`src/hw/rtl/npcm_pkg.sv`:
```
// Shared types, constants and palette helpers of the nearest palette color match.
package npcm_pkg;

    localparam int CHAN_W      = 16;
    localparam int CHAN_NUM    = 3;
    localparam int LEVEL_NUM   = 4;
    localparam int PAL_ENTRIES = 16;
    localparam int IDX_W       = 4;
    localparam int Q_W         = 13;
    localparam int SQ_W        = 25;
    localparam int DIST_W      = 26;
    localparam int PIXEL_W     = 32;

    localparam logic [7:0] GLYPH_SPACE = 8'h20;
    localparam logic [7:0] GLYPH_BLOCK = 8'hDB;

    typedef logic [CHAN_W-1:0]        chan_t;
    typedef logic signed [Q_W-1:0]    q_t;
    typedef logic [SQ_W-1:0]          sq_t;
    typedef logic [DIST_W-1:0]        dist_t;
    typedef logic [IDX_W-1:0]         idx_t;
    typedef logic [PIXEL_W-1:0]       pixel_t;
    typedef logic [1:0]               level_t;
    typedef logic [1:0]               chan_sel_t;
    typedef dist_t [PAL_ENTRIES-1:0]  dist_arr_t;

    // Every palette channel takes one of four intensity levels.
    localparam chan_t LEVEL_VAL [LEVEL_NUM] = '{16'h0000, 16'h5555, 16'haaaa, 16'hffff};

    localparam chan_sel_t CH_RED   = 2'd0;
    localparam chan_sel_t CH_GREEN = 2'd1;
    localparam chan_sel_t CH_BLUE  = 2'd2;

    // Index bit 2 selects red, bit 1 green, bit 0 blue; bit 3 selects the bright half.
    function automatic level_t pal_level(idx_t idx, chan_sel_t ch);
        logic on;
        on = 1'b0;
        unique case (ch)
            CH_RED:   on = idx[2];
            CH_GREEN: on = idx[1];
            CH_BLUE:  on = idx[0];
            default:  on = 1'b0;
        endcase
        return {on, idx[3]};
    endfunction

    function automatic pixel_t make_pixel(idx_t idx);
        pixel_t pix;
        if (idx == '0)
        begin
            pix = {GLYPH_SPACE, 24'h000000};
        end
        else
        begin
            pix = {GLYPH_BLOCK, 12'h000, idx, 8'h00};
        end
        return pix;
    endfunction

endpackage

```
`src/hw/rtl/npcm_min.sv`:
```
// Registered minimum tree over the sixteen distances, then text pixel encoding.
module npcm_min (
    input  logic                  clk,
    input  logic                  rst_n,
    input  logic                  in_valid,
    output logic                  in_ready,
    input  npcm_pkg::dist_arr_t   entry_dist,
    output logic                  out_valid,
    input  logic                  out_ready,
    output npcm_pkg::pixel_t      text_pixel,
    output npcm_pkg::idx_t        match_index
);
    import npcm_pkg::*;

    localparam int GROUPS = PAL_ENTRIES / 4;

    logic v4_reg, v5_reg;
    logic en4, en5;

    dist_t  gd_next [GROUPS];
    idx_t   gi_next [GROUPS];
    dist_t  gd_reg  [GROUPS];
    idx_t   gi_reg  [GROUPS];
    idx_t   idx_next;
    idx_t   idx_reg;
    pixel_t pix_next;
    pixel_t pix_reg;

    assign en5      = !v5_reg || out_ready;
    assign en4      = !v4_reg || en5;
    assign in_ready = en4;

    // The right operand wins only when strictly smaller, so ties keep the lower index.
    always_comb
    begin
        dist_t da, db;
        idx_t  ia, ib;
        for (int g = 0; g < GROUPS; g++)
        begin
            if (entry_dist[4*g+1] < entry_dist[4*g])
            begin
                da = entry_dist[4*g+1];
                ia = IDX_W'(4*g+1);
            end
            else
            begin
                da = entry_dist[4*g];
                ia = IDX_W'(4*g);
            end
            if (entry_dist[4*g+3] < entry_dist[4*g+2])
            begin
                db = entry_dist[4*g+3];
                ib = IDX_W'(4*g+3);
            end
            else
            begin
                db = entry_dist[4*g+2];
                ib = IDX_W'(4*g+2);
            end
            if (db < da)
            begin
                gd_next[g] = db;
                gi_next[g] = ib;
            end
            else
            begin
                gd_next[g] = da;
                gi_next[g] = ia;
            end
        end
    end

    always_comb
    begin
        dist_t da, db;
        idx_t  ia, ib;
        if (gd_reg[1] < gd_reg[0])
        begin
            da = gd_reg[1];
            ia = gi_reg[1];
        end
        else
        begin
            da = gd_reg[0];
            ia = gi_reg[0];
        end
        if (gd_reg[3] < gd_reg[2])
        begin
            db = gd_reg[3];
            ib = gi_reg[3];
        end
        else
        begin
            db = gd_reg[2];
            ib = gi_reg[2];
        end
        idx_next = (db < da) ? ib : ia;
        pix_next = make_pixel(idx_next);
    end

    always_ff @(posedge clk or negedge rst_n)
    begin
        if (!rst_n)
        begin
            v4_reg <= 1'b0;
            v5_reg <= 1'b0;
        end
        else
        begin
            if (en4)
            begin
                v4_reg <= in_valid;
            end
            if (en5)
            begin
                v5_reg <= v4_reg;
            end
        end
    end

    always_ff @(posedge clk)
    begin
        if (en4)
        begin
            gd_reg <= gd_next;
            gi_reg <= gi_next;
        end
        if (en5)
        begin
            idx_reg <= idx_next;
            pix_reg <= pix_next;
        end
    end

    assign out_valid   = v5_reg;
    assign match_index = idx_reg;
    assign text_pixel  = pix_reg;

endmodule

```
`config.mk`:
```
export PLATFORM = sky130hd
export DESIGN_NAME = npcm_min
export DESIGN_NICKNAME = d
export VERILOG_FILES = /design/src/hw/rtl/npcm_pkg.sv /design/src/hw/rtl/npcm_min.sv
export SDC_FILE = /design/constraint.sdc
export NUM_CORES = 1
export LEC_CHECK = 0
export BUFFER_PORTS_ARGS = -buffer_cell sky130_fd_sc_hd__buf_2
export CAP_MARGIN = 30
export CELL_PAD_IN_SITES_DETAIL_PLACEMENT = 1
export CELL_PAD_IN_SITES_GLOBAL_PLACEMENT = 1
export CORE_AREA = 3 3 202 204
export CTS_BUF_LIST = sky130_fd_sc_hd__clkbuf_2 sky130_fd_sc_hd__clkbuf_4 sky130_fd_sc_hd__clkbuf_8
export CTS_CLUSTER_SIZE = 25
export DETAILED_ROUTE_END_ITERATION = 8
export DIE_AREA = 0 0 205 207
export HOLD_SLACK_MARGIN = 0.03
export PLACE_DENSITY = 0.89
export RECOVER_POWER = 50
export SLEW_MARGIN = 20
export SYNTH_ARGS = -nofsm -noshare
export SYNTH_HDL_FRONTEND = slang
export SYNTH_SLANG_ARGS = --single-unit
export TNS_END_PERCENT = 1
```
`constraint.sdc`:
```
create_clock -name clk -period 8.55 [get_ports clk]
set_input_delay 0.855 -clock clk [delete_from_list [all_inputs] [get_ports clk]]
set_output_delay 0.855 -clock clk [all_outputs]
set_load 0.005 [all_outputs]
```
; Yosys cells after proc, flatten, opt, wreduce, memory -nomap -nowiden
; Cells that the tools add are included.
[totals]
reg_bits = 158
latchBits = 0
ramBits = 0
romBits = 0
in_bits = 420
output_inout_bits = 38
elab_cells = 63
mem_count = 0
[classes]
add_sub_neg = 0
mul = 0
div_mod_pow = 0
n_lt_le_gt_ge = 15
eq_ne = 0
shifts = 0
mux = 30
n_bitwise = 0
n_reduce_logical = 5
[op_table]
columns = cell, count
row1 = $lt A26 B26 Y1, 15
row2 = $mux W26, 14
row3 = $mux W32, 1
row4 = $mux W4, 7
row5 = $mux W1, 8
row6 = $logic_not A4 Y1, 1
row7 = $logic_not A1 Y1, 2
row8 = $logic_or A1 B1 Y1, 2

; Depth between registers and ports, before layout
[depth]
ltp_word = 6
mapped_depth = 23
depth_no_buf = 19

; Worst setup path after synthesis
; No wires, ideal clock.
[synth_path]
path_kind = input port to flip-flop
from = input entry_dist[232] in the netlist's numbering
to = register gd_reg[28] in the netlist's numbering (data pin)
setup_time_ns = 0.264
arrival_ns = 4.832
required_time_ns = 8.286
path_slack_ns = 3.455
cell_stages = 20
n_path_buf = 3
path_cell_list = inv_1 ha_1 nand4_1 or4_1 a211oi_1 and2b_1 buf_2 buf_2 mux2i_1 ha_1 a21o_1 a21o_1 a21oi_1 nor2_1 a211o_1 a211oi_1 o21ai_4 inv_2 buf_6 mux2i_1
[synth_lines]
columns = element, line_no
row1 = from (decl), npcm_min.sv:7  ; input npcm_pkg::dist_arr_t entry_dist,
row2 = to (signal assigned), npcm_min.sv:125  ; gd_reg <= gd_next;
row3 = to (decl), npcm_min.sv:22  ; dist_t gd_reg [GROUPS];

==> out/metrics.yaml <==
run_status:
  run_status: "complete, but fails checks"
  failed_checks: "capacitance limit, slew limit"
final_layout:
  fin_cells: 2949
  num-nets-final: 3201
  syn2layout_area_growth_pct: 17.39
  largest_register_ffs: 104
  layout.filler_cells: 4884
  drive_above_1_share: 0.2112
setup_path:
  path_class: "in -> reg"
  worst-path-max-fanout: 19
  r2r_end: "gd_reg[99]$_DFFE_PP_"
  crit_path_frequent_cell: "sky130_fd_sc_hd__a211oi_1"
  cell_chain_critical_path: "buf_2 > inv_1 > ha_1 > a21oi_1 > nor2_1 > a211oi_1 > o211ai_1 > nor2_2 > buf_4 > mux2i_1 > ha_1 > a211oi_1 > o21bai_1 > a211oi_1 > o21bai_1 > a2111oi_0 > o211ai_1 > a221oi_4 > buf_4 > mux2i_1"
  cp_data_required_time_ns: 8.83
  timing.reg2reg.setup_slack_ns: 2.93
  critPathLaunchType: "input port"
  reg2regPathDepth: 3
  critical-path-max-stage-delay_ns: 0.88
  r2r_start: "out_valid$_DFFE_PN0P_"
  cp_data_arrival_time_ns: 6.73
  critical_path.slowest_cell: "sky130_fd_sc_hd__a221oi_4"
  capturing_element_type_of_the_critical_path: "flip-flop"
drt:
  detailroute.via_count: 16660
  drcViolationCount: 0
  final_antenna_net_count: 0
  drtIter0Drc: 860
  first_pass_iters: 6
  detail_route.vias_per_cell: 5.648
  wire_per_inst_um: 20.76
  finalWirelength_mm: 61.22
clocking:
  worstSkewPairLatency_ns: 0.46
  numClockSinks: 124
  clock_transition_at_path_regs_ns: 0.08
  post_cts_buffers: 0
  cts_max_level: 4
  cts_buffers: 17
  tritoncts: "done"
  ctsRootBufferMaster: "sky130_fd_sc_hd__clkbuf_8"
  clock_tree.buffer_depth: 2
  cts_repair_resize_count: 0
  cts_hold_buffers: 0
power:
  total_power_uw: 3733
  power.static_leakage_uw: 0.01142
  pwr_density_cell_nw_per_um2: 182.1
  power.ir.vdd_worst_uv: 145.5
synth:
  synth_cell_types: 70
  share_of_synthesized_flip_flops_with_an_asynchronous_set_or_reset: 0.01613
  yosys.area_share.simple: 0.09836
  syn_inst_count: 1989
  yosys.area_share.adder: 0.2686
  synth_top_family_by_area: "adder cells"
  synth.mux.area_fraction: 0.1701
  syn-mean-instance-area_um2: 8.781
  synthXorXnorAreaFrac: 0
  synth-warning-count: 0
  share_of_the_yosys_chip_area_belonging_to_registers: 0.2126
  netlist_area_um2: 17470
  synth_top_flop_cell: "sky130_fd_sc_hd__edfxtp_1"
  ys_ff_latch: 124
  synth_enable_flop_cells: 122
  synth_compound_area_frac: 0.1456
sta:
  hold_viol_final: 0
  timing.clock.skew_ns: 0.01497
  drv_slew: 117
  rsz0062_at_grt: "no"
  setup_viol_count_final: 0
  worst_hold_margin_ns: 0.2114
  timing.slew.headroom: -1.201
  setup-tns-final_ns: 0
  max_clock_freq_mhz: 155.0
  layout_min_cycle_time_ns: 6.450
  post-route-period-util: 0.7544
  worst_slew_pin_slew_ns: 3.301
  layout_setup_ws_ns: 2.100
die:
  dieWidth_um: 205
  core_area_um2: 39460
  floorplan.initialDensity: 0.4426
  row_count: 73
  die_h_um: 207
  top_level_ports: 458
  fp.dieArea_um2: 42440
placement:
  dpl.cell_count: 2912
  dpl_worst_slack_ns: 1.734
  weighted_congestion_reported_at_the_end_of_routability_driven_placement: 0.9097
  hpwlAfterDp_mm: 53.17
  numPortBuffers: 436
global_route:
  grt_max_degree: 62
  grt.total_usage: 0.2788
  grt_pass1_wl_mm: 95.10
  grt_antenna_before_repair: 6
  grt-ovfl-total: 0
  grt_pass1_vias: 18320
job:
  timing.max_cap.violations: 2
hold_path:
  worst_hold_path_type: "in -> async"
## synth_stat cells, drive strengths merged (16+ instances only)
| master | count | area share |
|---|---|---|
| ha | 375 | 0.27 |
| inv | 360 | 0.077 |
| mux2i | 263 | 0.15 |
| a21oi | 198 | 0.057 |
| edfxtp | 122 | 0.21 |
| nor2 | 115 | 0.025 |
| nand2 | 83 | 0.018 |
| o21ai | 60 | 0.018 |
| buf | 55 | 0.024 |
| nand4 | 51 | 0.018 |
| a21o | 37 | 0.016 |
| nand3 | 33 | 0.0095 |
| mux2 | 30 | 0.019 |
| a211oi | 17 | 0.0073 |
| clkbuf | 16 | 0.0034 |
| nor3 | 16 | 0.0046 |
## metal layers
metal	global-route usage	wire length [um]	vias up
met5	0	14	-
met4	0.08485	1782	2
met3	0.04290	2978	121
met2	0.5194	31410	471
met1	0.3252	25030	8099
li1	-	-	7964
## report_power, final
group / switching [uW] / internal, uW / total [uW] / leakage, uW
Sequential: 127 / 899 / 1030 / 0.00127
Combinational: 1230 / 930 / 2160 / 0.00995
Clock: 259 / 288 / 547 / 0.000201
Total: 1620 / 2120 / 3730 / 0.0114
## cells by family (layout without fill, tap and decap cells)
logic type | after synthesis | count (layout)
other cells | 1 | 26
mux | 293 | 293
fa+ha+maj | 375 | 375
simple gates | 357 | 357
compound gates | 408 | 408
buf+inv | 431 | 841
flops | 124 | 124
## worst max-delay path: cells and delay by family
kind / cells / cell delay (ns)
fa+ha+maj: 2 / 0.59
simple gates: 2 / 0.59
compound gates: 10 / 3.09
buf+inv: 4 / 0.98
mux: 2 / 0.59
## through the flow
step | area (um^2) | util
final | 20500 | 0.5196
after detailed placement | 20110 | 0.5097
after global routing | 20500 | 0.5196
after floorplan | 17540 | -
after CTS | 20520 | 0.5200
after global placement | 20070 | 0.5085
## worst max-delay path by stage
stage | start | to | slack (ns) | depth (start not counted)
final | entry_dist[331] | gd_reg[17]$_DFFE_PP_ | 2.10 | 20
after global routing | entry_dist[331] | gd_reg[21]$_DFFE_PP_ | 1.77 | 20
after CTS | entry_dist[331] | gd_reg[17]$_DFFE_PP_ | 2.20 | 20
after detailed placement | entry_dist[331] | gd_reg[21]$_DFFE_PP_ | 1.73 | 20
after global placement | entry_dist[63] | gi_reg[12]$_DFFE_PP_ | 2.03 | 20
after floorplan | entry_dist[232] | gd_reg[28]$_DFFE_PP_ | 3.45 | 20
## placed cells by master (no fill, tap or decap), types with 4 or more instances in the layout
| cell type | n |
|---|---|
| sky130_fd_sc_hd__a21o_1 | 37 |
| sky130_fd_sc_hd__and4_1 | 7 |
| sky130_fd_sc_hd__and3_1 | 5 |
| sky130_fd_sc_hd__o21bai_1 | 5 |
| sky130_fd_sc_hd__conb_1 | 21 |
| sky130_fd_sc_hd__a221oi_1 | 13 |
| sky130_fd_sc_hd__buf_4 | 9 |
| sky130_fd_sc_hd__nand4_1 | 51 |
| sky130_fd_sc_hd__mux2i_1 | 263 |
| sky130_fd_sc_hd__a211o_1 | 6 |
| sky130_fd_sc_hd__nor2b_1 | 6 |
| sky130_fd_sc_hd__a211oi_1 | 17 |
| sky130_fd_sc_hd__nor3_1 | 16 |
| sky130_fd_sc_hd__nand3_1 | 33 |
| sky130_fd_sc_hd__clkbuf_1 | 17 |
| sky130_fd_sc_hd__mux2_2 | 29 |
| sky130_fd_sc_hd__o2111ai_1 | 5 |
| sky130_fd_sc_hd__nor2_1 | 113 |
| sky130_fd_sc_hd__inv_1 | 359 |
| sky130_fd_sc_hd__a2111oi_0 | 6 |
| sky130_fd_sc_hd__o21ai_0 | 57 |
| sky130_fd_sc_hd__diode_2 | 5 |
| sky130_fd_sc_hd__buf_2 | 421 |
| sky130_fd_sc_hd__clkinv_1 | 4 |
| sky130_fd_sc_hd__a31oi_1 | 6 |
| sky130_fd_sc_hd__nor4_1 | 10 |
| sky130_fd_sc_hd__nand2b_1 | 13 |
| sky130_fd_sc_hd__o21a_1 | 11 |
| sky130_fd_sc_hd__clkbuf_8 | 17 |
| sky130_fd_sc_hd__ha_1 | 375 |
| sky130_fd_sc_hd__nand2_1 | 82 |
| sky130_fd_sc_hd__edfxtp_1 | 122 |
| sky130_fd_sc_hd__a21oi_1 | 195 |
| sky130_fd_sc_hd__inv_6 | 4 |
| sky130_fd_sc_hd__o211ai_1 | 12 |
## layout make-up
type                       instances  area [um^2]  area share
antenna                            5        12.51   0.0006102
clock buffer                      17        234.0     0.01141
clock inverter                    15        170.2    0.008299
inverter                         360         1351     0.06591
multi-input combinational       1454        12080      0.5891
sequential                       124         3714      0.1811
tap                              525        656.9     0.03204
timing repair buffer             449         2286      0.1115
(Power assumes the default switching activity.)
